===== config.mk =====
export PLATFORM = sky130hd
export DESIGN_NAME = bisection_square_root
export DESIGN_NICKNAME = d
export VERILOG_FILES = /design/src/hdl/bsr_pkg.sv /design/src/hdl/bsr_cell.sv /design/src/hdl/bsr_square.sv /design/src/hdl/bsr_csr.sv /design/src/hdl/bisection_square_root.sv
export SDC_FILE = /design/constraint.sdc
export NUM_CORES = 2
export LEC_CHECK = 0
export ABC_CLOCK_PERIOD_IN_PS = 15600
export BUFFER_PORTS_ARGS = -buffer_cell sky130_fd_sc_hd__buf_4
export CORE_MARGIN = 3
export CORE_UTILIZATION = 69
export DETAILED_ROUTE_END_ITERATION = 8
export GPL_TIMING_DRIVEN = 0
export HOLD_SLACK_MARGIN = 0.05
export PLACE_DENSITY = 0.88
export REMOVE_ABC_BUFFERS = 1
export SYNTH_ARGS = -nofsm -noshare
export SYNTH_HDL_FRONTEND = slang
export SYNTH_SLANG_ARGS = --single-unit

===== constraint.sdc =====
create_clock -name clock -period 15.6 [get_ports clock]
set_clock_uncertainty 0.1 [all_clocks]
set_input_delay 3.12 -clock clock [delete_from_list [all_inputs] [get_ports clock]]
set_output_delay 3.12 -clock clock [all_outputs]
set_load 0.05 [all_outputs]

===== src/hdl/bsr_pkg.sv =====
`default_nettype none

package bsr_pkg;

   // fixed point format of value, root and tolerance
   localparam int unsigned FIX_W     = 40;
   localparam int unsigned FRAC_BITS = 16;

   // iteration limit and width of the step count
   localparam int unsigned MAX_ITER = 64;
   localparam int unsigned ITER_W   = $clog2(MAX_ITER + 1);
   localparam logic [ITER_W-1:0] MAX_ITER_C = ITER_W'(MAX_ITER);

   // digit-serial squarer: one cell per operand digit
   localparam int unsigned DIG_W   = 16;
   localparam int unsigned NUM_DIG = (FIX_W + DIG_W - 1) / DIG_W;
   localparam int unsigned OPND_W  = NUM_DIG * DIG_W;
   localparam int unsigned PROD_W  = 2 * OPND_W;
   localparam int unsigned SQ_W    = 2 * FIX_W;
   localparam int unsigned DIFF_W  = SQ_W + 1;
   localparam int unsigned MUL_CYC = 2 * NUM_DIG;
   localparam int unsigned CYC_W   = $clog2(MUL_CYC + 1);

   // 1.0 in fixed point and the tolerance after reset
   localparam logic [FIX_W-1:0] ONE_FX    = FIX_W'(1) << FRAC_BITS;
   localparam logic [FIX_W-1:0] TOL_RESET = FIX_W'(6554);

   // register port
   localparam int unsigned CSR_ADDR_W  = 4;
   localparam int unsigned CSR_DATA_W  = 64;
   localparam int unsigned REG_SEL_BIT = 3;
   localparam logic        REG_TOLERANCE = 1'b0;

   // sequencer states
   typedef enum logic [2:0] {
      ST_IDLE,
      ST_SETUP,
      ST_MULT,
      ST_DIFF,
      ST_CHECK
   } state_type;

   // control from the sequencer to the squarer and its cells
   typedef struct packed {
      logic load;
      logic step;
   } sq_ctrl_type;

endpackage

`default_nettype wire


===== src/hdl/bsr_cell.sv =====
`default_nettype none

module bsr_cell
   import bsr_pkg::*;
(
   input  wire logic              clock,
   input  wire sq_ctrl_type       ctrl,
   input  wire logic [DIG_W-1:0]  a_digit,
   input  wire logic [DIG_W-1:0]  b_digit,
   input  wire logic [DIG_W-1:0]  upper_digit,
   output logic      [DIG_W-1:0]  lower_digit
);

   logic [DIG_W-1:0]   sum_ff;
   logic [DIG_W-1:0]   sum_in;
   logic [DIG_W:0]     carry_ff;
   logic [DIG_W:0]     carry_in;
   logic [2*DIG_W:0]   total;

   // partial product plus the digit handed down plus own carry
   always_comb begin
      total = (2*DIG_W+1)'(a_digit * b_digit)
            + (2*DIG_W+1)'(sum_ff)
            + (2*DIG_W+1)'(carry_ff);
   end

   // low digit goes to the lower neighbor, high part stays here
   assign lower_digit = total[DIG_W-1:0];

   always_comb begin
      sum_in   = sum_ff;
      carry_in = carry_ff;
      if (ctrl.load) begin
         sum_in   = '0;
         carry_in = '0;
      end else if (ctrl.step) begin
         sum_in   = upper_digit;
         carry_in = total[2*DIG_W:DIG_W];
      end
   end

   always_ff @(posedge clock) begin
      sum_ff   <= sum_in;
      carry_ff <= carry_in;
   end

endmodule

`default_nettype wire


===== src/hdl/bsr_square.sv =====
`default_nettype none

module bsr_square
   import bsr_pkg::*;
(
   input  wire logic              clock,
   input  wire sq_ctrl_type       ctrl,
   input  wire logic [FIX_W-1:0]  operand,
   output logic      [SQ_W-1:0]   square
);

   logic [OPND_W-1:0]  opa_ff;
   logic [OPND_W-1:0]  opa_in;
   logic [OPND_W-1:0]  opb_ff;
   logic [OPND_W-1:0]  opb_in;
   logic [PROD_W-1:0]  prod_ff;
   logic [PROD_W-1:0]  prod_in;
   logic [DIG_W-1:0]   link [NUM_DIG+1];

   // nothing enters the top cell from above
   assign link[NUM_DIG] = '0;

   // row of cells, each holding one digit of the multiplicand
   for (genvar k = 0; k < NUM_DIG; k++) begin : g_cell
      bsr_cell u_cell (
         .clock       (clock),
         .ctrl        (ctrl),
         .a_digit     (opa_ff[k*DIG_W +: DIG_W]),
         .b_digit     (opb_ff[DIG_W-1:0]),
         .upper_digit (link[k+1]),
         .lower_digit (link[k])
      );
   end

   // multiplier digits enter low first, product digits leave low first
   always_comb begin
      opa_in  = opa_ff;
      opb_in  = opb_ff;
      prod_in = prod_ff;
      if (ctrl.load) begin
         opa_in = OPND_W'(operand);
         opb_in = OPND_W'(operand);
      end else if (ctrl.step) begin
         opb_in  = opb_ff >> DIG_W;
         prod_in = {link[0], prod_ff[PROD_W-1:DIG_W]};
      end
   end

   always_ff @(posedge clock) begin
      opa_ff  <= opa_in;
      opb_ff  <= opb_in;
      prod_ff <= prod_in;
   end

   assign square = prod_ff[SQ_W-1:0];

endmodule

`default_nettype wire


===== src/hdl/bsr_csr.sv =====
`default_nettype none

module bsr_csr
   import bsr_pkg::*;
(
   input  wire logic                   clock,
   input  wire logic                   reset,
   input  wire logic                   psel,
   input  wire logic                   penable,
   input  wire logic                   pwrite,
   input  wire logic [CSR_ADDR_W-1:0]  paddr,
   input  wire logic [CSR_DATA_W-1:0]  pwdata,
   output logic      [CSR_DATA_W-1:0]  prdata,
   output logic                        pready,
   output logic      [FIX_W-1:0]       tolerance
);

   logic [FIX_W-1:0] tol_ff;
   logic [FIX_W-1:0] tol_in;
   logic             reg_hit;

   assign pready  = 1'b1;
   assign reg_hit = (paddr[REG_SEL_BIT] == REG_TOLERANCE);

   // register write in the access phase
   always_comb begin
      tol_in = tol_ff;
      if (psel && penable && pwrite && pready && reg_hit) begin
         tol_in = pwdata[FIX_W-1:0];
      end
   end

   always_ff @(posedge clock) begin
      if (reset) begin
         tol_ff <= TOL_RESET;
      end else begin
         tol_ff <= tol_in;
      end
   end

   // read back
   assign prdata    = reg_hit ? CSR_DATA_W'(tol_ff) : '0;
   assign tolerance = tol_ff;

endmodule

`default_nettype wire


===== src/hdl/bisection_square_root.sv =====
`default_nettype none

// Bisection square root of an unsigned Q24.16 value.
// A transaction is accepted at a rising edge with start high and busy low;
// busy stays high until the result has been issued. The result (root,
// step count, gave-up flag) is driven for exactly one cycle with rsp_valid
// high; the receiver cannot hold it off.
// Value zero and value 1.0 are exact endpoints: the result is issued in
// the cycle after acceptance and busy does not rise.
// Any other value runs the halving loop. Each pass forms the midpoint,
// squares it in the digit-serial squarer (a row of 3 cells of 16x16
// multipliers, 3 digits in and 6 product digits out), forms the difference
// to the target and tests it against the tolerance. The loop ends when the
// square is within the tolerance or, with the gave-up flag set, after 64
// halving steps; busy falls in the cycle of rsp_valid, so a new value may
// be started then. The tolerance register sits at byte address 0 of the
// register port; the user must write it only while the block is not busy,
// and the block itself does not enforce that.
// Reset returns the sequencer to idle, drops rsp_valid and loads the
// tolerance with 6554 (about 0.1).
module bisection_square_root
   import bsr_pkg::*;
(
   input  wire logic                   clock,
   input  wire logic                   reset,
   input  wire logic                   start,
   output logic                        busy,
   input  wire logic [FIX_W-1:0]       req_value,
   output logic                        rsp_valid,
   output logic      [FIX_W-1:0]       rsp_root,
   output logic      [ITER_W-1:0]      rsp_iterations,
   output logic                        rsp_gave_up,
   input  wire logic                   psel,
   input  wire logic                   penable,
   input  wire logic                   pwrite,
   input  wire logic [CSR_ADDR_W-1:0]  paddr,
   input  wire logic [CSR_DATA_W-1:0]  pwdata,
   output logic      [CSR_DATA_W-1:0]  prdata,
   output logic                        pready
);

   state_type          state_ff;
   state_type          state_in;
   logic [CYC_W-1:0]   cyc_ff;
   logic [CYC_W-1:0]   cyc_in;
   logic [FIX_W-1:0]   value_ff;
   logic [FIX_W-1:0]   value_in;
   logic [FIX_W-1:0]   lo_ff;
   logic [FIX_W-1:0]   lo_in;
   logic [FIX_W-1:0]   hi_ff;
   logic [FIX_W-1:0]   hi_in;
   logic [FIX_W-1:0]   mid_ff;
   logic [FIX_W-1:0]   mid_in;
   logic [ITER_W-1:0]  steps_ff;
   logic [ITER_W-1:0]  steps_in;
   logic [DIFF_W-1:0]  diff_ff;
   logic [DIFF_W-1:0]  diff_in;
   logic               rsp_valid_ff;
   logic               rsp_valid_in;
   logic [FIX_W-1:0]   rsp_root_ff;
   logic [FIX_W-1:0]   rsp_root_in;
   logic [ITER_W-1:0]  rsp_iter_ff;
   logic [ITER_W-1:0]  rsp_iter_in;
   logic               rsp_gave_ff;
   logic               rsp_gave_in;

   sq_ctrl_type        sq_ctrl;
   logic [SQ_W-1:0]    square;
   logic [FIX_W-1:0]   tolerance;
   logic [FIX_W:0]     mid_sum;
   logic [FIX_W-1:0]   mid_calc;
   logic [FIX_W-1:0]   hi_init;
   logic [SQ_W-1:0]    target_wide;
   logic [SQ_W-1:0]    tol_wide;
   logic [DIFF_W-1:0]  diff_calc;
   logic               below;
   logic [SQ_W-1:0]    magnitude;
   logic               in_tol;

   localparam logic [CYC_W-1:0] LAST_CYC = CYC_W'(MUL_CYC - 1);

   // register port
   bsr_csr u_csr (
      .clock     (clock),
      .reset     (reset),
      .psel      (psel),
      .penable   (penable),
      .pwrite    (pwrite),
      .paddr     (paddr),
      .pwdata    (pwdata),
      .prdata    (prdata),
      .pready    (pready),
      .tolerance (tolerance)
   );

   // digit-serial squarer
   bsr_square u_square (
      .clock   (clock),
      .ctrl    (sq_ctrl),
      .operand (mid_in),
      .square  (square)
   );

   // midpoint and initial upper bound
   assign mid_sum  = {1'b0, lo_ff} + {1'b0, hi_ff};
   assign mid_calc = mid_sum[FIX_W:1];
   assign hi_init  = (req_value > ONE_FX) ? req_value : ONE_FX;

   // target and tolerance aligned to the square's fraction bits
   assign target_wide = SQ_W'(value_ff) << FRAC_BITS;
   assign tol_wide    = SQ_W'(tolerance) << FRAC_BITS;
   assign diff_calc   = {1'b0, square} - {1'b0, target_wide};

   // tolerance test on the registered difference
   assign below     = diff_ff[DIFF_W-1];
   assign magnitude = below ? (SQ_W'(0) - diff_ff[SQ_W-1:0]) : diff_ff[SQ_W-1:0];
   assign in_tol    = (magnitude <= tol_wide);

   // sequencer: next state and datapath control
   always_comb begin
      state_in     = state_ff;
      cyc_in       = cyc_ff;
      value_in     = value_ff;
      lo_in        = lo_ff;
      hi_in        = hi_ff;
      mid_in       = mid_ff;
      steps_in     = steps_ff;
      diff_in      = diff_ff;
      rsp_valid_in = 1'b0;
      rsp_root_in  = rsp_root_ff;
      rsp_iter_in  = rsp_iter_ff;
      rsp_gave_in  = rsp_gave_ff;
      sq_ctrl      = '0;
      case (state_ff)
         ST_IDLE: begin
            if (start) begin
               value_in = req_value;
               lo_in    = '0;
               hi_in    = hi_init;
               steps_in = '0;
               if (req_value == '0) begin
                  rsp_valid_in = 1'b1;
                  rsp_root_in  = '0;
                  rsp_iter_in  = '0;
                  rsp_gave_in  = 1'b0;
               end else if (req_value == ONE_FX) begin
                  rsp_valid_in = 1'b1;
                  rsp_root_in  = ONE_FX;
                  rsp_iter_in  = '0;
                  rsp_gave_in  = 1'b0;
               end else begin
                  state_in = ST_SETUP;
               end
            end
         end
         ST_SETUP: begin
            mid_in       = mid_calc;
            sq_ctrl.load = 1'b1;
            cyc_in       = '0;
            state_in     = ST_MULT;
         end
         ST_MULT: begin
            sq_ctrl.step = 1'b1;
            cyc_in       = cyc_ff + CYC_W'(1);
            if (cyc_ff == LAST_CYC) begin
               state_in = ST_DIFF;
            end
         end
         ST_DIFF: begin
            diff_in  = diff_calc;
            state_in = ST_CHECK;
         end
         ST_CHECK: begin
            if (in_tol) begin
               rsp_valid_in = 1'b1;
               rsp_root_in  = mid_ff;
               rsp_iter_in  = steps_ff;
               rsp_gave_in  = 1'b0;
               state_in     = ST_IDLE;
            end else if (steps_ff >= MAX_ITER_C) begin
               rsp_valid_in = 1'b1;
               rsp_root_in  = mid_ff;
               rsp_iter_in  = steps_ff;
               rsp_gave_in  = 1'b1;
               state_in     = ST_IDLE;
            end else begin
               steps_in = steps_ff + ITER_W'(1);
               if (below) begin
                  lo_in = mid_ff;
               end else begin
                  hi_in = mid_ff;
               end
               state_in = ST_SETUP;
            end
         end
         default: begin
            state_in = ST_IDLE;
         end
      endcase
   end

   // control registers
   always_ff @(posedge clock) begin
      if (reset) begin
         state_ff     <= ST_IDLE;
         rsp_valid_ff <= 1'b0;
      end else begin
         state_ff     <= state_in;
         rsp_valid_ff <= rsp_valid_in;
      end
   end

   // datapath registers
   always_ff @(posedge clock) begin
      cyc_ff      <= cyc_in;
      value_ff    <= value_in;
      lo_ff       <= lo_in;
      hi_ff       <= hi_in;
      mid_ff      <= mid_in;
      steps_ff    <= steps_in;
      diff_ff     <= diff_in;
      rsp_root_ff <= rsp_root_in;
      rsp_iter_ff <= rsp_iter_in;
      rsp_gave_ff <= rsp_gave_in;
   end

   assign busy           = (state_ff != ST_IDLE);
   assign rsp_valid      = rsp_valid_ff;
   assign rsp_root       = rsp_root_ff;
   assign rsp_iterations = rsp_iter_ff;
   assign rsp_gave_up    = rsp_gave_ff;

endmodule

`default_nettype wire

==> results.ini <==
[drt]
wire_per_inst_um = 21.64
drc = 0
via_count = 38431
routed_wl_um = 134100
ant_nets = 0
via_per_inst = 6.201
dr.first_iter.drc_count = 3895
drtPass1Iterations = 7

[worst_hold_path]
min_from = u_square.prod_ff[11]$_DFFE_PP_
holdPathStages = 0
holdPathEnd = diff_ff[11]$_DFFE_PP_
hold_class = reg -> reg

[sta]
drv_slew = 0
fmax_mhz = 129.6
finalCritPeriodShare = 0.4947
slew_headroom = 0.02838
hold_viol = 0
rsz0062_at_grt = no
fin_setup_tns_ns = 0
worst_pin_slew_ns = 1.452
min_period_ns = 7.717
finalSetupViolCount = 0

[grt]
grt.total_usage = 0.3518
grt_pass1_wl_um = 213600
grt_antenna_before_repair = 5
grt_pass1_vias = 39998
grt_overflow_total = 0
grt_max_degree = 100

[cells_and_area]
final_nets = 6242
fillCellCount = 4363
drive_above_1_share = 0.06770
area_growth_pct = 9.451

[worst_setup_path]
cp_max_fo = 23
r2r-end = u_square.g_cell[0].u_cell.carry_ff[15]$_SDFFE_PN0P_
reg2reg_from = u_square.opb_ff[1]$_DFFE_PP_
crit_arrival_ns = 8.17
crit_path_end_kind = register
r2r.worst_path.cells = 21
startpoint_type = register
crit_type = reg -> reg
r2r_slack_ns = 7.88
cp.required_ns = 16.05

[synth]
avgSynthCellArea_um2 = 9.900
postSynthCellCount = 5115
synthFlopType = edfxtp_1
yosys.area.top_type_share = 0.2580
synth-seq-area-share = 0.3208
synth-xor-area-share = 0.03753
synth_compound_area_frac = 0.09619
synth.most_common_cell = inv_1
synth_simple_gate_area_frac = 0.1515
ys_seq_elements = 594
synthTopCellsByCount = 849 x inv_1, 586 x nand2_1, 543 x fa_1
ys_types = 78
synth_top_area_cell = edfxtp_1
synth-warning-count = 0
synth_edf_count = 435
synthAdderAreaFrac = 0.3115
muxShareOfSynthArea = 0.001285
ys_top_cells_by_area = edfxtp_1 26%, fa_1 21%, ha_1 9.7%, inv_1 6.3%, dfxtp_1 6.3%
syn_area_mm2 = 0.05064
synthArstFlopShare = 0
synth_top_family_by_area = adder cells

[floorplanning]
floorplan.rows = 98
die_x_um = 276.9
die_area_mm2 = 0.07667
initial_core_util = 0.7023
core_area_mm2 = 0.07210
die_h_um = 276.9
ios = 229

[run]
max_cap_viol_count = 0

[clock_tree]
hold_buffers = 0
path_clk_slew_ns = 0.07
htree_levels = 2
cts_resized = 0
clock-sinks = 594
root_buffer = clkbuf_16
cts_buffers = 59
cts_max_path_buffers = 3
cts_tree = yes
insertion_delay_ns = 0.66
postCtsSetupRepairBufs = 0

[status]
status = completed

[placed_design]
port_buffers = 176
gp_congestion = 0.9067
hpwl_um = 99640

-- layout by cell type, fill, tap and decap left out, types with 152 or more instances in the layout --
| master | synthesis | final |
|---|---|---|
| inv_1 | 849 | 847 |
| nand2_1 | 586 | 585 |
| nor2_1 | 203 | 200 |
| ha_1 | 392 | 392 |
| and2_1 | 347 | 347 |
| buf_4 | 25 | 176 |
| a21oi_1 | 184 | 184 |
| dfxtp_1 | 159 | 158 |
| fa_1 | 543 | 543 |
| edfxtp_1 | 435 | 435 |
| xnor2_1 | 152 | 152 |
-- cell type report --
class,instances,area (um^2),share of cell area
Antenna cell,4,10.01,0.0001806
Clock buffer,69,1564,0.02822
Clock inverter,43,619.3,0.01117
Inverter,850,3203,0.05779
Multi-Input combinational cell,3477,30420,0.5489
Sequential cell,594,16250,0.2931
Tap cell,950,1189,0.02145
Timing Repair Buffer,211,2172,0.03919
-- per-stage QoR --
| stage | instance area (um^2) | std cells | setup slack [ns] | util | hold slack [ns] |
|---|---|---|---|---|---|
| 6_report | 55420 | 6198 | 7.883 | 0.7687 | 0.3177 |
| 5_1_grt | 55410 | 6194 | 7.610 | 0.7686 | 0.3250 |
| 4_1_cts | 55360 | 6192 | 7.640 | 0.7678 | 0.3189 |
| 3_5_place_dp | 53170 | 6080 | 7.733 | 0.7375 | 0.3045 |
| 3_3_place_gp | 52320 | 6047 | 1.770 | 0.7257 | 0.3001 |
| 2_1_floorplan | 49810 | 4921 | 7.952 | - | 0.3003 |
-- sequential cells by signal, summed over array words and instances (netlist names), 32 cells and up --
register / count
u_square.prod_ff: 96
mid_ff: 40
u_square.g_cell.u_cell.carry_ff: 43
diff_ff: 81
lo_ff: 40
hi_ff: 40
u_square.g_cell.u_cell.sum_ff: 32
rsp_root: 40
u_csr.tolerance: 40
u_square.opa_ff: 40
u_square.opb_ff: 40
value_ff: 40
-- layer usage --
metal,routed length (um),GRT usage
met1,46150,0.4168
met4,9281,0.2035
met5,28,0
met3,12750,0.06500
met2,65900,0.6031
-- cells by family (layout without fill, tap and decap cells) --
logic type,Yosys count,count (layout)
adder cells (fa/ha/maj),935,935
other,2,29
buffers and inverters,1067,1173
AO/OA/AOI/OAI,747,747
multiplexers,6,6
XOR/XNOR,217,217
AND/OR/NAND/NOR,1547,1547
flip-flops,594,594
-- worst max-delay path: stages (launching register included) --
cell,delay [ns]
edfxtp_1,1.09
nand2_1,0.18
fa_1,0.57
fa_1,0.44
fa_1,0.51
fa_1,0.49
inv_1,0.06
fa_1,0.54
inv_1,0.06
fa_1,0.52
inv_1,0.04
ha_1,0.33
a21oi_1,0.19
nor2b_1,0.10
a2111o_1,0.39
o221ai_1,0.24
a31oi_1,0.30
a211oi_1,0.41
nor3_1,0.14
a2111oi_0,0.56
mux2i_1,0.28
nand2_1,0.06
-- worst max-delay path by stage --
| stage | startpoint | to | slack (ns) | depth (start not counted) |
|---|---|---|---|---|
| final | u_square.opb_ff[1]$_DFFE_PP_ | u_square.g_cell[0].u_cell.carry_ff[15]$_SDFFE_PN0P_ | 7.88 | 21 |
| after global routing | u_square.opb_ff[15]$_DFFE_PP_ | u_square.g_cell[0].u_cell.carry_ff[16]$_SDFFE_PN0P_ | 7.61 | 21 |
| after CTS | u_square.opb_ff[1]$_DFFE_PP_ | u_square.g_cell[0].u_cell.carry_ff[15]$_SDFFE_PN0P_ | 7.64 | 21 |
| after detailed placement | u_square.opb_ff[1]$_DFFE_PP_ | u_square.g_cell[0].u_cell.carry_ff[15]$_SDFFE_PN0P_ | 7.73 | 21 |
| after global placement | state_ff[2]$_SDFFE_PP0P_ | cyc_ff[2]$_SDFFCE_PN0P_ | 1.77 | 5 |
| after floorplan | state_ff[2]$_SDFFE_PP0P_ | cyc_ff[0]$_SDFFCE_PN0P_ | 7.95 | 5 |
Power is not shown: default switching activity piles up to over one toggle a cycle in this logic, so the estimate is an artifact.
